--- config.mk ---
export PLATFORM = sky130hd
export DESIGN_NAME = xor_distance_k_closest
export DESIGN_NICKNAME = d
export VERILOG_FILES = /design/src/rtl/xdkc_pkg.sv /design/src/rtl/xor_distance_k_closest.sv /design/src/rtl/xdkc_csr.sv /design/src/rtl/xdkc_datapath.sv /design/src/rtl/xdkc_ctrl.sv
export VERILOG_INCLUDE_DIRS = /design/src /design/src/rtl
export SDC_FILE = /design/constraint.sdc
export NUM_CORES = 2
export LEC_CHECK = 0
export ABC_AREA = 1
export BUFFER_PORTS_ARGS = -buffer_cell sky130_fd_sc_hd__buf_4
export CAP_MARGIN = 20
export CORE_UTILIZATION = 45
export DETAILED_ROUTE_END_ITERATION = 7
export GPL_TIMING_DRIVEN = 0
export RECOVER_POWER = 25
export REMOVE_ABC_BUFFERS = 1
export SYNTH_ARGS = -nofsm -noshare
export SYNTH_HDL_FRONTEND = slang
export SYNTH_SLANG_ARGS = --single-unit
--- constraint.sdc ---
create_clock -name clock -period 9 [get_ports clock]
set_input_delay 0.9 -clock clock [delete_from_list [all_inputs] [get_ports clock]]
set_output_delay 0.9 -clock clock [all_outputs]
set_load 0.01 [all_outputs]
--- src/rtl/assert_macros.svh ---
// Assertion helpers shared by the RTL modules.
`ifndef ASSERT_MACROS_SVH
`define ASSERT_MACROS_SVH

// Same-cycle implication, disabled during reset.
`define ASSERT_IMPLIES(label, clk, rst, cond, expr) \
   label: assert property (@(posedge clk) disable iff (rst) (cond) |-> (expr)) \
      else $error("assertion failed");

// Next-cycle implication, disabled during reset.
`define ASSERT_NEXT(label, clk, rst, cond, expr) \
   label: assert property (@(posedge clk) disable iff (rst) (cond) |=> (expr)) \
      else $error("assertion failed");

`endif

--- src/rtl/xdkc_pkg.sv ---
`timescale 1ns / 1ps
package xdkc_pkg;

   localparam int MAX_K_DEFAULT   = 16;
   localparam int ID_BITS_DEFAULT = 64;

   localparam int DATA_W     = 64;
   localparam int CSR_ADDR_W = 4;
   localparam int CSR_DATA_W = 64;
   localparam int NCOUNT_W   = 5;

   localparam logic [0:0] REG_TARGET_ID      = 1'b0;
   localparam logic [0:0] REG_NEIGHBOR_COUNT = 1'b1;

   localparam logic [NCOUNT_W-1:0] NCOUNT_RESET = 5'd16;

   typedef enum logic [0:0] {
      ST_COLLECT,
      ST_EMIT
   } state_type;

   typedef struct packed {
      logic insert;
      logic pop;
      logic pop_last;
      logic clear;
   } dp_cmd_type;

endpackage

--- src/rtl/xor_distance_k_closest.sv ---
`timescale 1ns / 1ps
// XOR-distance k-closest selector.
// req channel: one node identifier per item on req_tdata, req_tlast on the final
// node of a set. While collecting, req_tready is high and one item is taken
// every cycle; each node is compared against all MAX_K kept entries at once and
// inserted in distance order (distance = node XOR target, unsigned), repeats once.
// After the item with req_tlast, req_tready drops and the nearest
// min(neighbor_count, kept) identifiers leave on rsp, nearest first, rsp_tlast on
// the final one. After the last item is taken, the state moves to emit and the first
// result is loaded into the output register; then one result per cycle while
// rsp_tready is high. Collecting resumes the cycle after the final result is loaded
// into the output register. An empty or zero-count set emits nothing.
// A stalled receiver holds the output register and pauses the drain.
// csr: target_id at byte 0x0, neighbor_count at 0x8 (reset 16, saturates at MAX_K);
// write only while idle. Reset empties the list and clears the output valid.
module xor_distance_k_closest #(
   parameter int MAX_K   = xdkc_pkg::MAX_K_DEFAULT,
   parameter int ID_BITS = xdkc_pkg::ID_BITS_DEFAULT
) (
   input  logic                             clock,
   input  logic                             reset,
   input  logic                             req_tvalid,
   output logic                             req_tready,
   input  logic [xdkc_pkg::DATA_W-1:0]      req_tdata,  // [63:0] node_id
   input  logic                             req_tlast,
   output logic                             rsp_tvalid,
   input  logic                             rsp_tready,
   output logic [xdkc_pkg::DATA_W-1:0]      rsp_tdata,  // [63:0] neighbor_id
   output logic                             rsp_tlast,
   input  logic                             csr_psel,
   input  logic                             csr_penable,
   input  logic                             csr_pwrite,
   input  logic [xdkc_pkg::CSR_ADDR_W-1:0]  csr_paddr,
   input  logic [xdkc_pkg::CSR_DATA_W-1:0]  csr_pwdata,
   output logic [xdkc_pkg::CSR_DATA_W-1:0]  csr_prdata,
   output logic                             csr_pready
);
   import xdkc_pkg::*;

   localparam int CW = $clog2(MAX_K + 1);

   logic [ID_BITS-1:0]  target_id;
   logic [NCOUNT_W-1:0] neighbor_count;
   logic [CW-1:0]       count_next;
   logic [ID_BITS-1:0]  out_id;
   dp_cmd_type          cmd;

   xdkc_csr #(
      .ID_BITS(ID_BITS)
   ) u_csr (
      .clock          (clock),
      .reset          (reset),
      .csr_psel       (csr_psel),
      .csr_penable    (csr_penable),
      .csr_pwrite     (csr_pwrite),
      .csr_paddr      (csr_paddr),
      .csr_pwdata     (csr_pwdata),
      .csr_prdata     (csr_prdata),
      .csr_pready     (csr_pready),
      .target_id      (target_id),
      .neighbor_count (neighbor_count)
   );

   xdkc_ctrl #(
      .MAX_K(MAX_K),
      .CW   (CW)
   ) u_ctrl (
      .clock          (clock),
      .reset          (reset),
      .req_tvalid     (req_tvalid),
      .req_tlast      (req_tlast),
      .req_tready     (req_tready),
      .rsp_tvalid     (rsp_tvalid),
      .rsp_tready     (rsp_tready),
      .neighbor_count (neighbor_count),
      .count_next     (count_next),
      .cmd            (cmd)
   );

   xdkc_datapath #(
      .MAX_K  (MAX_K),
      .ID_BITS(ID_BITS),
      .CW     (CW)
   ) u_datapath (
      .clock      (clock),
      .reset      (reset),
      .cmd        (cmd),
      .node_id    (req_tdata),
      .target_id  (target_id),
      .count_next (count_next),
      .out_id     (out_id),
      .out_last   (rsp_tlast)
   );

   assign rsp_tdata = DATA_W'(out_id);

endmodule

--- src/rtl/xdkc_csr.sv ---
`timescale 1ns / 1ps
module xdkc_csr #(
   parameter int ID_BITS = xdkc_pkg::ID_BITS_DEFAULT
) (
   input  logic                             clock,
   input  logic                             reset,
   input  logic                             csr_psel,
   input  logic                             csr_penable,
   input  logic                             csr_pwrite,
   input  logic [xdkc_pkg::CSR_ADDR_W-1:0]  csr_paddr,
   input  logic [xdkc_pkg::CSR_DATA_W-1:0]  csr_pwdata,
   output logic [xdkc_pkg::CSR_DATA_W-1:0]  csr_prdata,
   output logic                             csr_pready,
   output logic [ID_BITS-1:0]               target_id,
   output logic [xdkc_pkg::NCOUNT_W-1:0]    neighbor_count
);
   import xdkc_pkg::*;

   logic [ID_BITS-1:0]  target_ff;
   logic [ID_BITS-1:0]  target_in;
   logic [NCOUNT_W-1:0] ncount_ff;
   logic [NCOUNT_W-1:0] ncount_in;
   logic                wr_en;
   logic [0:0]          reg_sel;

   assign csr_pready = 1'b1;
   assign wr_en      = csr_psel && csr_penable && csr_pwrite && csr_pready;
   assign reg_sel    = csr_paddr[3:3];

   always_comb begin
      target_in = target_ff;
      ncount_in = ncount_ff;
      if (wr_en) begin
         case (reg_sel)
            REG_TARGET_ID:      target_in = csr_pwdata[ID_BITS-1:0];
            REG_NEIGHBOR_COUNT: ncount_in = csr_pwdata[NCOUNT_W-1:0];
            default:            target_in = target_ff;
         endcase
      end
   end

   always_ff @(posedge clock) begin
      if (reset) begin
         target_ff <= '0;
         ncount_ff <= NCOUNT_RESET;
      end else begin
         target_ff <= target_in;
         ncount_ff <= ncount_in;
      end
   end

   always_comb begin
      case (reg_sel)
         REG_TARGET_ID:      csr_prdata = CSR_DATA_W'(target_ff);
         REG_NEIGHBOR_COUNT: csr_prdata = CSR_DATA_W'(ncount_ff);
         default:            csr_prdata = '0;
      endcase
   end

   assign target_id      = target_ff;
   assign neighbor_count = ncount_ff;

endmodule

--- src/rtl/xdkc_datapath.sv ---
`timescale 1ns / 1ps
`include "assert_macros.svh"
module xdkc_datapath #(
   parameter int MAX_K   = xdkc_pkg::MAX_K_DEFAULT,
   parameter int ID_BITS = xdkc_pkg::ID_BITS_DEFAULT,
   parameter int CW      = $clog2(MAX_K + 1)
) (
   input  logic                         clock,
   input  logic                         reset,
   input  xdkc_pkg::dp_cmd_type         cmd,
   input  logic [xdkc_pkg::DATA_W-1:0]  node_id,
   input  logic [ID_BITS-1:0]           target_id,
   output logic [CW-1:0]                count_next,
   output logic [ID_BITS-1:0]           out_id,
   output logic                         out_last
);
   import xdkc_pkg::*;

   logic [ID_BITS-1:0] ids_ff   [MAX_K];
   logic [ID_BITS-1:0] ids_in   [MAX_K];
   logic [ID_BITS-1:0] kdist    [MAX_K];
   logic [ID_BITS-1:0] up_id    [MAX_K];
   logic [ID_BITS-1:0] down_id  [MAX_K];
   logic [MAX_K-1:0]   valid;
   logic [MAX_K-1:0]   ge;
   logic [MAX_K-1:0]   eq;
   logic [MAX_K-1:0]   prev_ge;
   logic [CW-1:0]      count_ff;
   logic [CW-1:0]      count_in;
   logic [ID_BITS-1:0] out_id_ff;
   logic               out_last_ff;
   logic [ID_BITS-1:0] cand;
   logic [ID_BITS-1:0] cand_dist;
   logic               dup;
   logic               grow;

   assign cand      = node_id[ID_BITS-1:0];
   assign cand_dist = cand ^ target_id;

   for (genvar g = 0; g < MAX_K; g++) begin : g_entry
      assign valid[g] = CW'(g) < count_ff;
      assign kdist[g] = ids_ff[g] ^ target_id;
      assign ge[g]    = valid[g] && (cand_dist > kdist[g]);
      assign eq[g]    = valid[g] && (cand_dist == kdist[g]);
      if (g == 0) begin : g_head
         assign prev_ge[g] = 1'b1;
         assign up_id[g]   = cand;
      end else begin : g_body
         assign prev_ge[g] = ge[g-1];
         assign up_id[g]   = ids_ff[g-1];
      end
      if (g == MAX_K - 1) begin : g_tail
         assign down_id[g] = ids_ff[g];
      end else begin : g_mid
         assign down_id[g] = ids_ff[g+1];
      end
   end

   assign dup  = |eq;
   assign grow = cmd.insert && !dup && (count_ff < CW'(MAX_K));
   assign count_next = count_ff + CW'(grow);

   always_comb begin
      for (int i = 0; i < MAX_K; i++) begin
         ids_in[i] = ids_ff[i];
         if (cmd.insert && !dup && !ge[i]) begin
            ids_in[i] = prev_ge[i] ? cand : up_id[i];
         end else if (cmd.pop) begin
            ids_in[i] = down_id[i];
         end
      end
   end

   always_comb begin
      count_in = count_next;
      if (cmd.clear) begin
         count_in = '0;
      end
   end

   always_ff @(posedge clock) begin
      ids_ff <= ids_in;
      if (cmd.pop) begin
         out_id_ff   <= ids_ff[0];
         out_last_ff <= cmd.pop_last;
      end
   end

   always_ff @(posedge clock) begin
      if (reset) begin
         count_ff <= '0;
      end else begin
         count_ff <= count_in;
      end
   end

   assign out_id   = out_id_ff;
   assign out_last = out_last_ff;

   `ASSERT_NEXT(a_clear_empties, clock, reset, cmd.clear, count_ff == '0)

endmodule

--- src/rtl/xdkc_ctrl.sv ---
`timescale 1ns / 1ps
`include "assert_macros.svh"
module xdkc_ctrl #(
   parameter int MAX_K = xdkc_pkg::MAX_K_DEFAULT,
   parameter int CW    = $clog2(MAX_K + 1)
) (
   input  logic                           clock,
   input  logic                           reset,
   input  logic                           req_tvalid,
   input  logic                           req_tlast,
   output logic                           req_tready,
   output logic                           rsp_tvalid,
   input  logic                           rsp_tready,
   input  logic [xdkc_pkg::NCOUNT_W-1:0]  neighbor_count,
   input  logic [CW-1:0]                  count_next,
   output xdkc_pkg::dp_cmd_type           cmd
);
   import xdkc_pkg::*;

   localparam int CMPW = (CW > NCOUNT_W) ? CW : NCOUNT_W;

   state_type   state_ff;
   state_type   state_in;
   logic [CW-1:0] remaining_ff;
   logic [CW-1:0] remaining_in;
   logic          rsp_valid_ff;
   logic          rsp_valid_in;
   logic          accept;
   logic          out_free;
   logic [CW-1:0] sat_count;
   logic [CW-1:0] emit_count;

   assign out_free = !rsp_valid_ff || rsp_tready;
   assign accept   = req_tvalid && req_tready;

   assign sat_count  = (CMPW'(neighbor_count) > CMPW'(MAX_K)) ? CW'(MAX_K)
                                                              : CW'(neighbor_count);
   assign emit_count = (sat_count < count_next) ? sat_count : count_next;

   always_comb begin
      state_in = state_ff;
      case (state_ff)
         ST_COLLECT: begin
            if (accept && req_tlast) begin
               state_in = ST_EMIT;
            end
         end
         ST_EMIT: begin
            if (cmd.clear) begin
               state_in = ST_COLLECT;
            end
         end
         default: state_in = ST_COLLECT;
      endcase
   end

   always_comb begin
      req_tready   = 1'b0;
      cmd          = '0;
      case (state_ff)
         ST_COLLECT: begin
            req_tready = 1'b1;
            cmd.insert = req_tvalid;
         end
         ST_EMIT: begin
            cmd.pop      = (remaining_ff != '0) && out_free;
            cmd.pop_last = remaining_ff == CW'(1);
            cmd.clear    = (remaining_ff == '0) || (cmd.pop_last && out_free);
         end
         default: req_tready = 1'b0;
      endcase
   end

   always_comb begin
      remaining_in = remaining_ff;
      if (accept && req_tlast) begin
         remaining_in = emit_count;
      end else if (cmd.pop) begin
         remaining_in = remaining_ff - CW'(1);
      end
      rsp_valid_in = rsp_valid_ff;
      if (cmd.pop) begin
         rsp_valid_in = 1'b1;
      end else if (rsp_tready) begin
         rsp_valid_in = 1'b0;
      end
   end

   always_ff @(posedge clock) begin
      if (reset) begin
         state_ff     <= ST_COLLECT;
         remaining_ff <= '0;
         rsp_valid_ff <= 1'b0;
      end else begin
         state_ff     <= state_in;
         remaining_ff <= remaining_in;
         rsp_valid_ff <= rsp_valid_in;
      end
   end

   assign rsp_tvalid = rsp_valid_ff;

   `ASSERT_NEXT(a_last_starts_emit, clock, reset, accept && req_tlast, state_ff == ST_EMIT)
   `ASSERT_NEXT(a_pop_shows_item, clock, reset, cmd.pop, rsp_valid_ff)
   `ASSERT_IMPLIES(a_pop_only_with_room, clock, reset, cmd.pop,
                   state_ff == ST_EMIT && out_free && !req_tready)

endmodule
==> results.md <==
- Startpoint class of the critical path: register
- Synth warn: 0
- CTS HTree Levels: 4
- Period minus WS final: 8730 ps
- WS Path Type: reg -> reg
- Top delay family on crit path: simple AND/OR/NAND/NOR gates
- Pre-CTS setup slack: 589 ps
- Clk pin slew, worst setup/hold paths: 60 ps
- CP Capture Type: register
- Failing checks: design-rule violations, max-capacitance violations, max-slew violations
- First drt pass iteration count: 8
- Lkg Pwr: about 0.050 uW
- RSZ-0062 raised after global routing: no
- Fin Setup TNS: 0 ps
- Maximum VDD drop: 0.184 mV
- Register area share after synthesis: 34.7%
- Most used DFF post-synth: edfxtp_1
- Initial Utilization: 45.4%
- Yosys reg bits: 1170
- CP Max Fanout: 41
- Worst Path Required: 9530 ps
- Final worst slack: between 200 and 300 ps
- Post-synth cell types: 43
- Worst Skew: 61.7 ps
- Hold Vio Cnt, Final: 0
- Yosys top cell area share: 33.1%
- CP cell instances: xor2_2 > ha_1 > nand2_1 > nor2_1 > nand4_1 > nor2_1 > o21ai_0 > nand2_1 > buf_16 > nand2_1 > nand3_4 > nand2_4 > buf_16
- Final ANT Viol Nets: 0
- Placed cell area: around 110000 sq um
- Initial antenna violation count: 14
- Crit path depth: 13
- CTS Buffer Depth: 3
- Io pins: ~270
- Setup Buffers After CTS: 0
- Vias in the first global route: roughly 87000
- WP data arrival: 9260 ps
- Clock latency on the worst-skew pair: roughly 880 ps
- Placer congestion estimate: around 1.0
- Most used cell, CP: nand2_1
- Die width: roughly 470 um
- Worst setup path end: u_datapath.down_id[611]
- Met3 Use GR: 8.05%
- Worst-margin pin slew: 3370 ps
- CTS tree: done
- Hpwl dp: 294 mm
- Reg2reg end: u_datapath.down_id[611]
- CTS resizes: 0
- Flop-to-flop setup slack: ~270 ps
- Async SR Flop Fraction: 0%
- CP max stage cell: nand2_1
- Max-cap violations: 11
- Max Fclk: 115 MHz
- Drt first-iter violations: 10812
- Tot GR Track Use: 34.6%
- Clock Sinks: approximately 1200
- Core footprint: 218000 sq um
- First-pass GRT wire length: 572 mm
- CTS Hold Bufs: 0
- Design Area, Final: ~110000 sq um
- Status: finished with violations
- Area leader, netlist: edfxtp_1
- Met1 Usage GRT: 44.9%
- Crit path from: u_csr.target_id[63]
- Largest net degree at the start of global routing: 72
- GRT busiest layer: met2
- Synth area leaders: edfxtp_1, nand2_1, ha_1
- Final slew viol count: 363
- Post-synth design cell area: about 100000 sq um
- Post-synth EDFFs: between 1000 and 1500
- CP max stage delay: 1390 ps
- Final #Nets: 14047
- Via count: 92377
- Syn Area/Cell: around 7.5 sq um
- Buffer and inverter count on the worst path: 2
- Chip height: 471 um
- PortBufs: 267
- Power Total: 22700 uW
- Layout cells sized above 1: between 5 and 6%
- R2r startpoint: u_csr.target_id[63]
- Final period utilization: 97.0%
- Min-delay worst type: in -> reg
- Die footprint: around 220000 sq um
- Congestion Overflow GR: 0
- Routed WL: 394 mm
- Num CTS Buffers: 151
- Layout area overhead: 12.3%
- Met2 Use GR: 53.7%
- CTS root buf: clkbuf_16
- Rel. slew slack: -125%
- Count of final setup violators: 0
- Wire per inst: 24.8 um
- Power Dens Cells: 204 nW/um^2
- Post-Syn Instances: 13125
- Drt via density: between 5 and 6
- R2R depth: 13
- Drt drc: 2
- Rows: approximately 170
[per-layer routing]
metal  up-vias  share of wire [%]
li1      43136                  -
met1     43376                 40
met2      4876                 44
met3       977                 10
met4        12                5.5
met5         -              0.021
[power breakdown]
part | total [uW] | switching (uW) | internal [uW]
clock network | 6310 | 2710 | 3590
registers | 8000 | 860 | 7140
logic | 8360 | 5500 | 2860
[final cells by class]
cell class	instances	area [sq um]
fillers	20910	107000
flip-flops and latches	1170	34300
inverters	317	1190
well taps	2854	3570
clock inverters	62	642
diodes	4	10.0
clock buffers	217	4330
repair buffers	520	6940
multi-input cells	10714	59900
[sequential cells by signal (all words and copies together) (netlist names)]
register / flops
u_csr.neighbor_count: 5
u_datapath.count_ff: 5
u_ctrl.state_ff: 1
u_ctrl.rsp_tvalid: 1
u_datapath.out_id: 64
u_ctrl.remaining_ff: 5
u_datapath.out_last: 1
u_csr.target_id: 64
u_datapath.ids_ff: 64
u_datapath.down_id: 960
[worst min path at each step]
stage                         start              end  slack, ps  cells after the start
floorplan           u_ctrl.state_ff  u_ctrl.state_ff        430                      2
global placement    u_ctrl.state_ff  u_ctrl.state_ff        450                      2
detailed placement  u_ctrl.state_ff  u_ctrl.state_ff        460                      2
CTS                           reset  u_ctrl.state_ff        200                      2
global route                  reset  u_ctrl.state_ff        210                      2
finish                        reset  u_ctrl.state_ff        230                      2
[Yosys cell counts, drive strengths merged (4+ instances only)]
library cell and count:
nand2 5066, xor2 81, dfxtp 81, and2 7, nand4 40, clkbuf 579
nand3 2043, nand3b 15, inv 314, ha 1033, a21boi 4, nor3 9
xnor2 1010, a21o 16, o21ai 216, a21oi 553, o21a 45, o21bai 9
buf 345, edfxtp 1089, nor2 540, a31oi 12
[stage by stage]
stage | util [%] | hold slack [ps] | std cells
floorplan | - | 433 | 12201
global placement | 45.9 | 446 | 15322
detailed placement | 48.8 | 459 | 15551
CTS | 51.0 | 201 | 15830
global route | 51.0 | 211 | 15856
finish | 51.0 | 225 | 15858
[worst reg2reg max path: cells and delay by family (launching register included)]
kind,cells,cell delay [ps]
AOI/OAI and AO/OA,1,420
DFF,1,1060
adders and majority gates,1,290
and+or+nand+nor,8,4960
buffers and inverters,2,720
xor gates and xnor gates,1,870
[kinds of logic (layout without fill, tap and decap cells)]
| kind of cell | count (synthesis) | after routing | synth area share, % |
|---|---|---|---|
| AND/OR/NAND/NOR | 7727 | 7727 | 32.2 |
| AO/OA/AOI/OAI | 862 | 862 | 4.60 |
| adder cells (fa/ha/maj) | 1033 | 1033 | 13.1 |
| other | 1 | 5 | 0.00380 |
| flip-flops | 1170 | 1170 | 34.7 |
| buffers and inverters | 1241 | 1116 | 5.65 |
| XOR/XNOR | 1091 | 1091 | 9.67 |
[layout by cell type, fill, tap and decap left out, drive strengths merged]
| cell type | n |
|---|---|
| and2 | 7 |
| nor2 | 540 |
| nand3 | 2043 |
| o2111ai | 1 |
| ha | 1033 |
| conb | 1 |
| diode | 4 |
| edfxtp | 1089 |
| a21o | 16 |
| a21oi | 553 |
| clkinvlp | 4 |
| a21boi | 4 |
| nand4 | 40 |
| o211ai | 3 |
| nor3b | 2 |
| o21bai | 9 |
| nand2 | 5066 |
| and3 | 1 |
| nor3 | 9 |
| xor2 | 81 |
| o21a | 45 |
| inv | 318 |
| nor4 | 3 |
| dfxtp | 81 |
| clkinv | 49 |
| clkbuf | 364 |
| a31oi | 12 |
| buf | 373 |
| nand3b | 15 |
| xnor2 | 1010 |
| bufinv | 8 |
| and3b | 1 |
| a31o | 3 |
| o21ai | 216 |
(Power assumes the default switching activity.)
